$ cat config.mk
export PLATFORM = sky130hd
export DESIGN_NAME = stk500v2_frame_receiver
export DESIGN_NICKNAME = d
export VERILOG_FILES = /design/src/design/s2fr_pkg.sv /design/src/design/s2fr_parser.sv /design/src/design/stk500v2_frame_receiver.sv
export SDC_FILE = /design/constraint.sdc
export NUM_CORES = 1
export LEC_CHECK = 0
export BUFFER_PORTS_ARGS = -buffer_cell sky130_fd_sc_hd__buf_2
export CORE_ASPECT_RATIO = 0.8
export CORE_MARGIN = 2
export CORE_UTILIZATION = 45
export CTS_BUF_LIST = sky130_fd_sc_hd__clkbuf_4
export CTS_CLUSTER_SIZE = 25
export DETAILED_ROUTE_END_ITERATION = 8
export RECOVER_POWER = 25
export SLEW_MARGIN = 20
export SYNTH_ARGS = -nofsm -noshare
export SYNTH_HDL_FRONTEND = slang
export SYNTH_SLANG_ARGS = --single-unit
$ cat constraint.sdc
create_clock -name clk_i -period 3.89 [get_ports clk_i]
set_input_delay 0.389 -clock clk_i [delete_from_list [all_inputs] [get_ports clk_i]]
set_output_delay 0.389 -clock clk_i [all_outputs]
set_load 0.1 [all_outputs]
$ cat src/design/s2fr_pkg.sv
package s2fr_pkg;

  localparam logic [7:0] START_BYTE = 8'd27;
  localparam logic [7:0] TOKEN_BYTE = 8'd14;

  // Parser phase, one-hot
  typedef enum logic [6:0] {
    PH_HUNT  = 7'b0000001,
    PH_SEQ   = 7'b0000010,
    PH_LENHI = 7'b0000100,
    PH_LENLO = 7'b0001000,
    PH_TOKEN = 7'b0010000,
    PH_BODY  = 7'b0100000,
    PH_CSUM  = 7'b1000000
  } s2fr_phase_e;

  typedef enum logic [2:0] {
    EV_IDLE  = 3'd0,
    EV_DATA  = 3'd1,
    EV_GOOD  = 3'd2,
    EV_BAD   = 3'd3,
    EV_TOKEN = 3'd4
  } s2fr_event_e;

  typedef struct packed {
    logic [15:0] frame_length;
    logic [7:0]  frame_seq;
    logic [15:0] payload_index;
    logic [7:0]  payload_byte;
    s2fr_event_e event_kind;
  } s2fr_result_t;

endpackage

$ cat src/design/s2fr_parser.sv
module s2fr_parser
  import s2fr_pkg::*;
(
  input  logic         clk_i,
  input  logic         rst_ni,
  input  logic         en_i,
  input  logic [7:0]   byte_i,
  output s2fr_result_t res_o
);

  s2fr_phase_e phase_q, phase_d;
  logic [7:0]  seq_q, seq_d;
  logic [15:0] len_q, len_d;
  logic [15:0] cnt_q, cnt_d;
  logic [7:0]  xor_q, xor_d;
  logic [7:0]  xor_x;
  logic [15:0] cnt_inc;

  always_comb begin
    xor_x   = xor_q ^ byte_i;
    cnt_inc = cnt_q + 16'd1;
    phase_d = phase_q;
    seq_d   = seq_q;
    len_d   = len_q;
    cnt_d   = cnt_q;
    xor_d   = xor_x;
    res_o.event_kind    = EV_IDLE;
    res_o.payload_byte  = 8'h00;
    res_o.payload_index = 16'h0000;
    case (phase_q)
      PH_SEQ: begin
        seq_d   = byte_i;
        phase_d = PH_LENHI;
      end
      PH_LENHI: begin
        len_d   = {byte_i, 8'h00};
        phase_d = PH_LENLO;
      end
      PH_LENLO: begin
        len_d   = {len_q[15:8], byte_i};
        phase_d = PH_TOKEN;
      end
      PH_TOKEN: begin
        if (byte_i == TOKEN_BYTE) begin
          cnt_d   = 16'h0000;
          phase_d = (len_q == 16'h0000) ? PH_CSUM : PH_BODY;
        end else begin
          res_o.event_kind = EV_TOKEN;
          phase_d          = PH_HUNT;
        end
      end
      PH_BODY: begin
        res_o.event_kind    = EV_DATA;
        res_o.payload_byte  = byte_i;
        res_o.payload_index = cnt_q;
        cnt_d               = cnt_inc;
        if (cnt_inc == len_q) begin
          phase_d = PH_CSUM;
        end
      end
      PH_CSUM: begin
        res_o.event_kind = (xor_x == 8'h00) ? EV_GOOD : EV_BAD;
        phase_d          = PH_HUNT;
      end
      default: begin
        // hunting: restart the running check at this byte
        xor_d   = byte_i;
        phase_d = (byte_i == START_BYTE) ? PH_SEQ : PH_HUNT;
      end
    endcase
    res_o.frame_seq    = seq_d;
    res_o.frame_length = len_d;
  end

  always_ff @(posedge clk_i or negedge rst_ni) begin
    if (!rst_ni) begin
      phase_q <= PH_HUNT;
      seq_q   <= 8'h00;
      len_q   <= 16'h0000;
      cnt_q   <= 16'h0000;
      xor_q   <= 8'h00;
    end else if (en_i) begin
      phase_q <= phase_d;
      seq_q   <= seq_d;
      len_q   <= len_d;
      cnt_q   <= cnt_d;
      xor_q   <= xor_d;
    end
  end

endmodule

$ cat src/design/stk500v2_frame_receiver.sv
// Each accepted byte waits in the input register; its result beat is held in the result register.
// Throughput: one byte per cycle; the input register and the result register
// each advance whenever the stage after them is free, and s_axis_tready drops
// only while both stages hold a beat and m_axis_tready is low.
// Reset: rst_ni (asynchronous, active low) empties both stages and returns the
// parser to hunting for the start byte with sequence, length and check cleared.
module stk500v2_frame_receiver
  import s2fr_pkg::*;
(
  input  logic        clk_i,
  input  logic        rst_ni,
  // input byte stream
  input  logic        s_axis_tvalid,
  output logic        s_axis_tready,
  input  logic [7:0]  s_axis_tdata,   // [7:0] rx_byte
  // result stream
  output logic        m_axis_tvalid,
  input  logic        m_axis_tready,
  output logic [47:0] m_axis_tdata,   // [7:0] payload_byte, [23:8] payload_index,
                                      // [31:24] frame_seq, [47:32] frame_length
  output logic [2:0]  m_axis_tuser    // [2:0] event_kind
);

  logic         in_vld_q, in_vld_d;
  logic [7:0]   in_byte_q;
  logic         out_vld_q, out_vld_d;
  s2fr_result_t out_res_q;
  s2fr_result_t res;
  logic         out_adv;
  logic         in_take;
  logic         parse_en;

  // The result register is free when empty or being drained this cycle.
  assign out_adv  = !out_vld_q || m_axis_tready;
  // Hand the held byte to the parser only when its result can be captured.
  assign parse_en = in_vld_q && out_adv;
  assign s_axis_tready = !in_vld_q || out_adv;
  assign in_take  = s_axis_tvalid && s_axis_tready;

  s2fr_parser u_parser (
    .clk_i  (clk_i),
    .rst_ni (rst_ni),
    .en_i   (parse_en),
    .byte_i (in_byte_q),
    .res_o  (res)
  );

  always_comb begin
    in_vld_d = in_vld_q;
    if (in_take) begin
      in_vld_d = 1'b1;
    end else if (out_adv) begin
      in_vld_d = 1'b0;
    end
    out_vld_d = out_vld_q;
    if (out_adv) begin
      out_vld_d = in_vld_q;
    end
  end

  always_ff @(posedge clk_i or negedge rst_ni) begin
    if (!rst_ni) begin
      in_vld_q  <= 1'b0;
      out_vld_q <= 1'b0;
    end else begin
      in_vld_q  <= in_vld_d;
      out_vld_q <= out_vld_d;
    end
  end

  // Payload registers: the input byte loads on the handshake, the result on parse_en; both hold otherwise.
  always_ff @(posedge clk_i) begin
    if (in_take) begin
      in_byte_q <= s_axis_tdata;
    end
    if (parse_en) begin
      out_res_q <= res;
    end
  end

  assign m_axis_tvalid = out_vld_q;
  assign m_axis_tuser  = out_res_q.event_kind;
  assign m_axis_tdata  = {out_res_q.frame_length, out_res_q.frame_seq,
                          out_res_q.payload_index, out_res_q.payload_byte};

`ifndef NO_ASSERTIONS
  // Non-payload beats carry zero data and index.
  assert property (@(posedge clk_i) disable iff (!rst_ni)
    (m_axis_tvalid && m_axis_tuser != EV_DATA) |->
      (m_axis_tdata[23:0] == 24'h000000))
    else $error("payload fields nonzero on a non-payload beat");

  // Input back-pressure only while the result stage is full and stalled.
  assert property (@(posedge clk_i) disable iff (!rst_ni)
    !s_axis_tready |-> (m_axis_tvalid && !m_axis_tready))
    else $error("input stalled without output back-pressure");

  // A byte taken into an empty pipeline passes through the input and result registers to the output.
  assert property (@(posedge clk_i) disable iff (!rst_ni)
    (s_axis_tvalid && s_axis_tready && !in_vld_q && !m_axis_tvalid) |=> ##1
      m_axis_tvalid)
    else $error("result beat missing two cycles after input beat");
`endif

endmodule
# --- After elaboration in Yosys (flattened, before gate mapping) ---
# Cells that the tools add are included.
word_totals:
  out_inout_bits: 53
  reg_bits: 116
  word_cells: 54
op_classes:
  muxes: 15
  bitwise_logic: 1
  addsub: 1
  n_eq_ne: 11
  n_reduce_logical: 13
ops:
  columns: ["cell", "count"]
  rows:
  - ["16-bit case mux with 2 select lines", 2]
  - ["7-bit case mux with 6 select lines", 1]
  - ["7-bit 2-to-1 mux", 3]
  - ["16-bit by 1-bit adder with 16-bit output, second input constant", 1]
  - ["16-bit equality test", 1]
  - ["16-bit logical NOT", 1]
  - ["16-bit 2-to-1 mux", 1]
  - ["8-bit 2-to-1 mux", 2]
  - ["3-bit case mux with 3 select lines", 1]
  - ["8-bit by 4-bit equality test with 1-bit output, second input constant", 1]
  - ["8-bit by 5-bit equality test with 1-bit output, second input constant", 1]
  - ["8-bit logical NOT", 1]
  - ["8-bit bitwise XOR", 1]
  - ["7-bit by 2-bit equality test with 1-bit output, second input constant", 1]
  - ["7-bit by 3-bit equality test with 1-bit output, second input constant", 1]
  - ["7-bit by 4-bit equality test with 1-bit output, second input constant", 1]
  - ["7-bit by 5-bit equality test with 1-bit output, second input constant", 1]
  - ["7-bit by 6-bit equality test with 1-bit output, second input constant", 1]
  - ["7-bit equality test, second input constant", 1]
  - ["6-bit OR reduction", 1]
  - ["2-bit by 1-bit != test with 1-bit output, second input constant", 2]
  - ["2-bit nonzero test", 2]
  - ["1-bit 2-to-1 mux", 3]
  - ["3-bit 2-to-1 mux", 1]
  - ["6 further kinds", 9]

# --- Depth between registers and ports, before layout ---
# Gate-level depths: netlist of the first run.
depth:
  ltp_word: 5
  depth_mapped: 8
  mapped_depth_nobuf: 7

# --- Cells and area by module ---
# Synthesis of the first run repeated with hierarchy kept, for this count alone.
unflattened:
  hier_cells: 486
  hier_area_um2: 5708.0
modules_own_cells:
  columns: ["mod", "cells_per_inst", "area_per_inst_um2", "seq_area_each_um2", "n_inst"]
  rows:
  - ["s2fr_parser", 419, 3832.4, 1377.6, 1]
  - ["stk500v2_frame_receiver", 67, 1875.5, 1821.7, 1]

# --- Least setup slack after synthesis of the first run ---
# OpenSTA, ideal clock, no wires.
synth_timing:
  path_type: "register -> register"
  from: "register out_vld_q, in the netlist m_axis_tvalid"
  to: "register out_res_q (netlist bit m_axis_tdata[0]), enable pin"
  path_stages_with_launch: 7
  path_buffers: 3
  setup_time_ns: 0.435
  arrival_time_ns: 3.275
  slack_ns: 0.180
  path_cell_list: "dfrtp_1 > nand2b_1 > nand2_1 > inv_1 > buf_2 > buf_1 > buf_1"
synth_between:
  elab_chain_cells: 3
synth_lines:
  columns: ["item", "line", "text"]
  rows:
  - ["from (decl)", "stk500v2_frame_receiver.sv:26", "logic out_vld_q, out_vld_d;"]
  - ["from (signal assigned)", "stk500v2_frame_receiver.sv:67", "out_vld_q <= out_vld_d;"]
  - ["1-bit logical NOT", "stk500v2_frame_receiver.sv:34", "assign out_adv = !out_vld_q || m_axis_tready;"]
  - ["1-bit logical OR", "stk500v2_frame_receiver.sv:34", null]
  - ["1-bit logical AND", "stk500v2_frame_receiver.sv:36", "assign parse_en = in_vld_q && out_adv;"]
  - ["via parse_en", "stk500v2_frame_receiver.sv:31", "logic parse_en;"]
  - ["to (signal assigned)", "stk500v2_frame_receiver.sv:77", "out_res_q <= res;"]
  - ["to (decl)", "stk500v2_frame_receiver.sv:27", "s2fr_result_t out_res_q;"]
# The timed path passes the listed nets, and every way through them passes these cells.
# A chain may end at the register's enable or synchronous reset.

# --- Worst setup path in the final report of the first run ---
layout_timing:
  from: "register out_vld_q, in the netlist m_axis_tvalid"
  to: "register u_parser.xor_q[3]"
layout_between:
  elab_chain_cells: 3
layout_lines:
  columns: ["item", "line", "text"]
  rows:
  - ["1-bit logical NOT", "stk500v2_frame_receiver.sv:34", null]
  - ["1-bit logical OR", "stk500v2_frame_receiver.sv:34", null]
  - ["1-bit logical AND", "stk500v2_frame_receiver.sv:36", null]
  - ["to (signal assigned)", "s2fr_parser.sv:87", "xor_q <= xor_d;"]
  - ["to (decl)", "s2fr_parser.sv:15", "logic [7:0] xor_q, xor_d;"]
# Every way passes these cells.

==> flow_summary.yaml, run 1 <==
critical_path:
  max_stage_delay_ns: 0.70
  timing.rr.end: "u_parser.xor_q[3]$_DFFE_PN0P_"
  critPathMostFrequentCell: "nand2_1"
  ff2ff_path_depth: 7
  crit_required_ns: 4.26
  worstSetupPathType: "flip-flop to flip-flop"
  critPathSlowestCell: "inv_2"
  critPathMaxFanout: 56
  crit_chain: "nand2b_1, nand2_1, inv_2, buf_4, nand2_1, a21oi_1, a311oi_1"
  worstSetupStartpointType: "flip-flop"
  cp.buffers_inverters: 2
  cpLargestDelayFamily: "buffers and inverters"
  r2r_start: "m_axis_tvalid$_DFFE_PN0P_"
  worstSetupEndpointType: "flip-flop"
  worstSetupStartpoint: "m_axis_tvalid$_DFFE_PN0P_"
  r2r_slack_ns: 0.87
  cp.arrival_ns: 3.40
yosys:
  avgSynthCellArea_um2: 11.8
  synth_edf_count: 59
  synth_common_cells: "edfxtp_1 (59), dfrtp_1 (56), nand2_1 (46)"
  ys.flop_type: "edfxtp_1"
  synth.largest_area_cell: "edfxtp_1"
  ys_seq_area_share_pct: 57.6
  syn-instance-count: 469
  yosys-top-cells-area: "edfxtp_1 (32%), dfrtp_1 (25%), mux2_2 (6.7%), and2_1 (3.4%), nand2_1 (3.1%)"
  async_flop_share_pct: 49.1
  ys_seq_elements: 116
  synth_nets: 482
  synth.distinct_cells: 60
  synth.most_common_cell: "edfxtp_1"
  ys_warn_count: 0
  synth_top_area_share_pct: 31.9
  synth_area_um2: 5550
cts:
  cts_resized: 0
  cts_root_buf: "clkbuf_4"
  clkTransAtPathRegs_ns: 0.11
  cts_hold_buf: 1
  clk_latency_ns: 0.51
  cts.sinks: 116
  cts_setup_buffers: 0
  clk_path_buf_depth: 2
  cts_inserted_buffers: 17
  cts_max_level: 4
  cts_tree: "built"
pwr:
  ir_drop_uv: 267
  p_leak_nw: 2.70
  powerDensity_nw_per_um2: 461
floorplanning:
  ioPinCount: 65
  core_um2: 12100
  start_util_pct: 45.8
  fp-row-count: 36
  die_w_um: 128
  die-area_um2: 13200
  die_y_um: 103
cells_and_area:
  syn_to_final_growth_pct: 13.7
  instances_no_fill: 700
  final_nets: 546
  layout-drive-gt1-share_pct: 26.7
grt:
  antenna_found_initial: 1
  grt_pass1_wl_mm: 20.0
  grt_max_degree: 57
  grt-ovfl-total: 0
  grt.total_usage_pct: 20.1
  grt_pass1_vias: 3628
routing:
  first_pass_iters: 5
  vias_per_cell: 5.69
  drc: 0
  ant_nets: 0
  wl_mm: 12.7
  num_vias: 3982
  wl_per_cell_um: 18.1
  drt-initial-drc-count: 396
place:
  place_inst: 657
  place_congestion: 0.840
  dp_hpwl_mm: 8.38
  numPortBuffers: 64
sta:
  report.final.slew_viol_count: 24
  tns_ns: 0
  hold_violations: 0
  fin_crit_sh_pct: 77.8
  slew_headroom_pct: -0.452
  rsz0062_at_grt: "false"
  fmax_ghz: 0.331
  setup_viol: 0
  fin_skew_ns: 0.0199
  worst-slew-pin-transition_ns: 1.51
  min_period_ns: 3.02
hold_path:
  holdPathStages: 2
  hp-class: "input port to flip-flop"
  min_to: "in_vld_q$_DFFE_PN0P_"
  hp-start: "s_axis_tvalid"
run:
  maxCapViolations: 1
run_status:
  status: "finished, violations left"
  violations: "max-capacitance violations, max-slew violations"
cell usage in the layout (no fill, tap or decap), drive strengths merged, types with 16 or more instances in the layout:
cell type,instances
nor2,29
dfrtp,56
nand2,46
buf,66
xnor2,16
o21ai,27
and2,30
clkbuf,20
mux2,34
edfxtp,59
cell type report:
cell class / instances / area (um^2)
diodes: 2 / 5.00
clock buffers: 18 / 135
clock inverters: 14 / 138
fillers: 1070 / 5810
inverters: 4 / 15.0
multi-input cells: 317 / 2190
flip-flops and latches: 116 / 3200
well taps: 152 / 190
repair buffers: 77 / 437
registers in the layout, indices dropped and copies added (netlist names):
register          count
m_axis_tvalid         1
m_axis_tuser          3
in_byte_q             8
u_parser.xor_q        8
in_vld_q              1
u_parser.cnt_q       16
u_parser.seq_q        8
u_parser.phase_q      7
m_axis_tdata         48
u_parser.len_q       16
per-stage QoR:
step	power (mW)	setup slack (ns)	hold slack [ns]	utilization (%)	area, um^2
after floorplan	1.97	0.180	0.0934	-	5550
after global placement	2.06	0.857	0.430	49.1	5950
after detailed placement	2.07	0.750	0.433	49.1	5950
after CTS	2.92	0.816	0.00327	51.4	6230
after global routing	3.04	0.559	0.0302	52.1	6310
final	2.91	0.865	0.0704	52.1	6310
cell families (layout without fill, tap and decap cells):
family	Yosys count	count (layout)	share of synthesized area, %
AO/OA/AOI/OAI	87	87	10.8
buffers and inverters	36	113	2.89
multiplexers	34	34	6.97
flip-flops	116	116	57.6
XOR/XNOR	28	28	4.55
AND/OR/NAND/NOR	167	167	16.9
adder cells (fa/ha/maj)	1	1	0.225
other	0	2	0
worst max path at each step:
stage / endpoint / slack, ns / cells after the start
after detailed placement: u_parser.xor_q[3]$_DFFE_PN0P_ / 0.75 / 8
after CTS: u_parser.xor_q[3]$_DFFE_PN0P_ / 0.82 / 7
final: u_parser.xor_q[3]$_DFFE_PN0P_ / 0.87 / 7
after global routing: u_parser.xor_q[7]$_DFFE_PN0P_ / 0.56 / 7
after global placement: u_parser.xor_q[0]$_DFFE_PN0P_ / 0.86 / 8
after floorplan: m_axis_tdata[0]$_SDFFCE_PN0P_ / 0.18 / 6
power breakdown:
| part | switching [mW] | internal (mW) | leakage, nW |
|---|---|---|---|
| logic | 0.432 | 0.140 | 1.21 |
| clock network | 0.473 | 0.382 | 0.135 |
| registers | 0.0912 | 1.39 | 1.36 |
| total | 0.997 | 1.91 | 2.70 |
routing by layer:
| layer | part of all wire [%] | vias up | GRT usage (%) |
|---|---|---|---|
| met2 | 45 | 135 | 30.0 |
| met1 | 47 | 1974 | 29.9 |
| met5 | 0 | - | 0 |
| met4 | 0.81 | 0 | 4.82 |
| li1 | - | 1863 | - |
| met3 | 7.0 | 10 | 4.99 |
No activity file was read; power rests on OpenSTA's default activity.
==> run 2: changes to the inputs <==
--- a/config.mk
+++ b/config.mk
@@ -12,6 +12,7 @@
 export CTS_BUF_LIST = sky130_fd_sc_hd__clkbuf_4
 export CTS_CLUSTER_SIZE = 25
 export DETAILED_ROUTE_END_ITERATION = 8
+export PLACE_DENSITY = 0.67
 export RECOVER_POWER = 25
 export SLEW_MARGIN = 20
 export SYNTH_ARGS = -nofsm -noshare
==> constraint.sdc (replaced) <==
create_clock -name clk_i -period 2.5 [get_ports clk_i]
set_input_delay 0.25 -clock clk_i [delete_from_list [all_inputs] [get_ports clk_i]]
set_output_delay 0.25 -clock clk_i [all_outputs]
set_load 0.1 [all_outputs]
==> run 2 against run 1 <==
Net effect: combinational power grew 69%; the flow now finishes without violations; register-to-register slack lost 0.70 ns; non-clock buffer count grew 19; worst setup slack lost 0.70 ns; hold slack gained 0.35 ns; wire length grew 2.4%; clock-buffer cell count grew 2; fmax grew 29%; via count grew 2.6%.
==> flow_summary.yaml, run 2 (synthesis gave the netlist of run 1 again) <==
run_status:
  status: "finished, final reports clean"
floorplanning:
  core_um2: 12100
  start_util_pct: 45.8
  die-area_um2: 13200
  die_y_um: 103
  die_w_um: 128
  fp-row-count: 36
  ioPinCount: 65
critical_path:
  crit_chain: "ha_1, and4_2, nand2_1, nor4b_1, nor2_2, o31ai_2, mux2_4"
  cp.arrival_ns: 2.77
  max_stage_delay_ns: 0.44
  cp.buffers_inverters: 0
  worstSetupStartpoint: "u_parser.cnt_q[1]$_DFFE_PN0P_"
  worstSetupPathType: "flip-flop to flip-flop"
  cpLargestDelayFamily: "simple AND/OR/NAND/NOR gates"
  worstSetupEndpointType: "flip-flop"
  critPathMaxFanout: 8
  r2r_start: "u_parser.cnt_q[1]$_DFFE_PN0P_"
  critPathSlowestCell: "dfrtp_1"
  crit_required_ns: 2.93
  worstSetupStartpointType: "flip-flop"
grt:
  grt_pass1_vias: 3956
  grt_pass1_wl_mm: 20.9
  grt_max_degree: 74
  antenna_found_initial: 1
  grt.total_usage_pct: 21.2
  grt-ovfl-total: 0
place:
  place_inst: 673
  numPortBuffers: 64
  placed_cell_area_um2: 6090
  dp_hpwl_mm: 8.67
  place_ws_ns: 0.138
  place_congestion: 0.910
cells_and_area:
  largest_reg_flops: 48
  layout_common_cells: "buf_2 (62), edfxtp_1 (59), dfrtp_1 (54), nand2_1 (46), mux2_2 (33)"
  post-route-cell-area_um2: 6480
  layout-drive-gt1-share_pct: 29.2
  instances_no_fill: 718
  syn_to_final_growth_pct: 16.7
  final_common_cell: "buf_2"
  fillers: 1035
  final_nets: 565
routing:
  ant_nets: 0
  first_pass_iters: 4
  drc: 0
  vias_per_cell: 5.69
  drt-initial-drc-count: 325
  wl_per_cell_um: 18.1
  wl_mm: 13.0
  num_vias: 4085
hold_path:
  hp-class: "input port to flip-flop"
  hp-start: "s_axis_tdata[0]"
cts:
  cts_tree: "built"
  cts_root_buf: "clkbuf_4"
  cts_inserted_buffers: 17
  cts_max_level: 4
  cts.sinks: 116
  clk_latency_ns: 0.54
  clk_path_buf_depth: 2
  clkTransAtPathRegs_ns: 0.10
sta:
  worst-slew-pin-transition_ns: 1.34
  setup_slack_ns: 0.164
  tns_ns: 0
  holdWs_ns: 0.422
  report.final.slew_viol_count: 0
  setup_viol: 0
  hold_violations: 0
  fin_skew_ns: 0.0199
  fmax_ghz: 0.428
  fin_crit_sh_pct: 93.4
  rsz0062_at_grt: "false"
  min_period_ns: 2.34
  slew_headroom_pct: 10.9
pwr:
  powerDensity_nw_per_um2: 704
  p_leak_nw: 2.81
  ir_drop_uv: 321
run:
  maxCapViolations: 0
[run 2: changes by cell type in the layout (fill, tap and decap cells not counted), sizes merged]
cell,before,now
clkbuf,20,22
diode,2,1
dlygate4sd3,9,12
buf,66,82
clkinvlp,5,1
inv,5,4
clkinv,6,9
[run 2: final cells by class]
cell class / instances / area [um^2] / share of cell area (%)
Sequential cell: 116 / 3200 / 49.4
Multi-Input combinational cell: 317 / 2190 / 33.8
Timing Repair Buffer: 96 / 614 / 9.48
Tap cell: 152 / 190 / 2.93
Clock buffer: 20 / 150 / 2.32
Clock inverter: 12 / 114 / 1.76
Inverter: 4 / 15.0 / 0.232
Antenna cell: 1 / 2.50 / 0.0386
[run 2: worst reg2reg max path: stages (launching register included)]
cell     delay [ns]
dfrtp_1        0.44
ha_1           0.20
and4_2         0.35
nand2_1        0.10
nor4b_1        0.39
nor2_2         0.10
o31ai_2        0.33
mux2_4         0.33
[run 2: per-layer routing]
metal  up-vias  wire length (um)  GRT usage, %  part of all wire [%]
met1      2037              6190          30.3                    48
met2       134              5890          31.9                    45
li1       1899                 -             -                     -
met3        15               706          4.89                   5.4
met5         -                 0             0                     0
met4         0               178          7.86                   1.4
[run 2: path summary, 6_finish.rpt]
check	to	cells past startpoint	slack, ns
worst max-delay path	u_parser.phase_q[1]$_DFFE_PN0P_	7	0.16
worst max register to register	u_parser.phase_q[1]$_DFFE_PN0P_	7	0.16
max in group asynchronous	u_parser.phase_q[0]$_DFFE_PN1P_	3	1.06
min in group asynchronous	u_parser.len_q[13]$_DFFE_PN0P_	2	0.53
worst min-delay path	in_byte_q[0]$_DFFE_PP_	2	0.42
worst min register to register	u_parser.seq_q[0]$_DFFE_PN0P_	2	0.49
[run 2: through the flow]
step                power [mW]  utilization, %
floorplan                 3.06               -
global placement          3.24            50.3
detailed placement        3.26            50.3
CTS                       4.59            53.4
global route              4.77            53.5
finish                    4.56            53.5
[run 2: timing repair]
item,in CTS,in global routing
setup buffers,0,0
hold endpoints to repair,30,0
hold buffers,12,0
endpoints found under the setup margin,0,1
resized for setup,0,2
[run 2: power breakdown]
part | internal [mW] | switching (mW) | total (mW)
combinational | 0.254 | 0.714 | 0.969
sequential | 2.16 | 0.113 | 2.27
clock | 0.610 | 0.713 | 1.32
total | 3.02 | 1.54 | 4.56
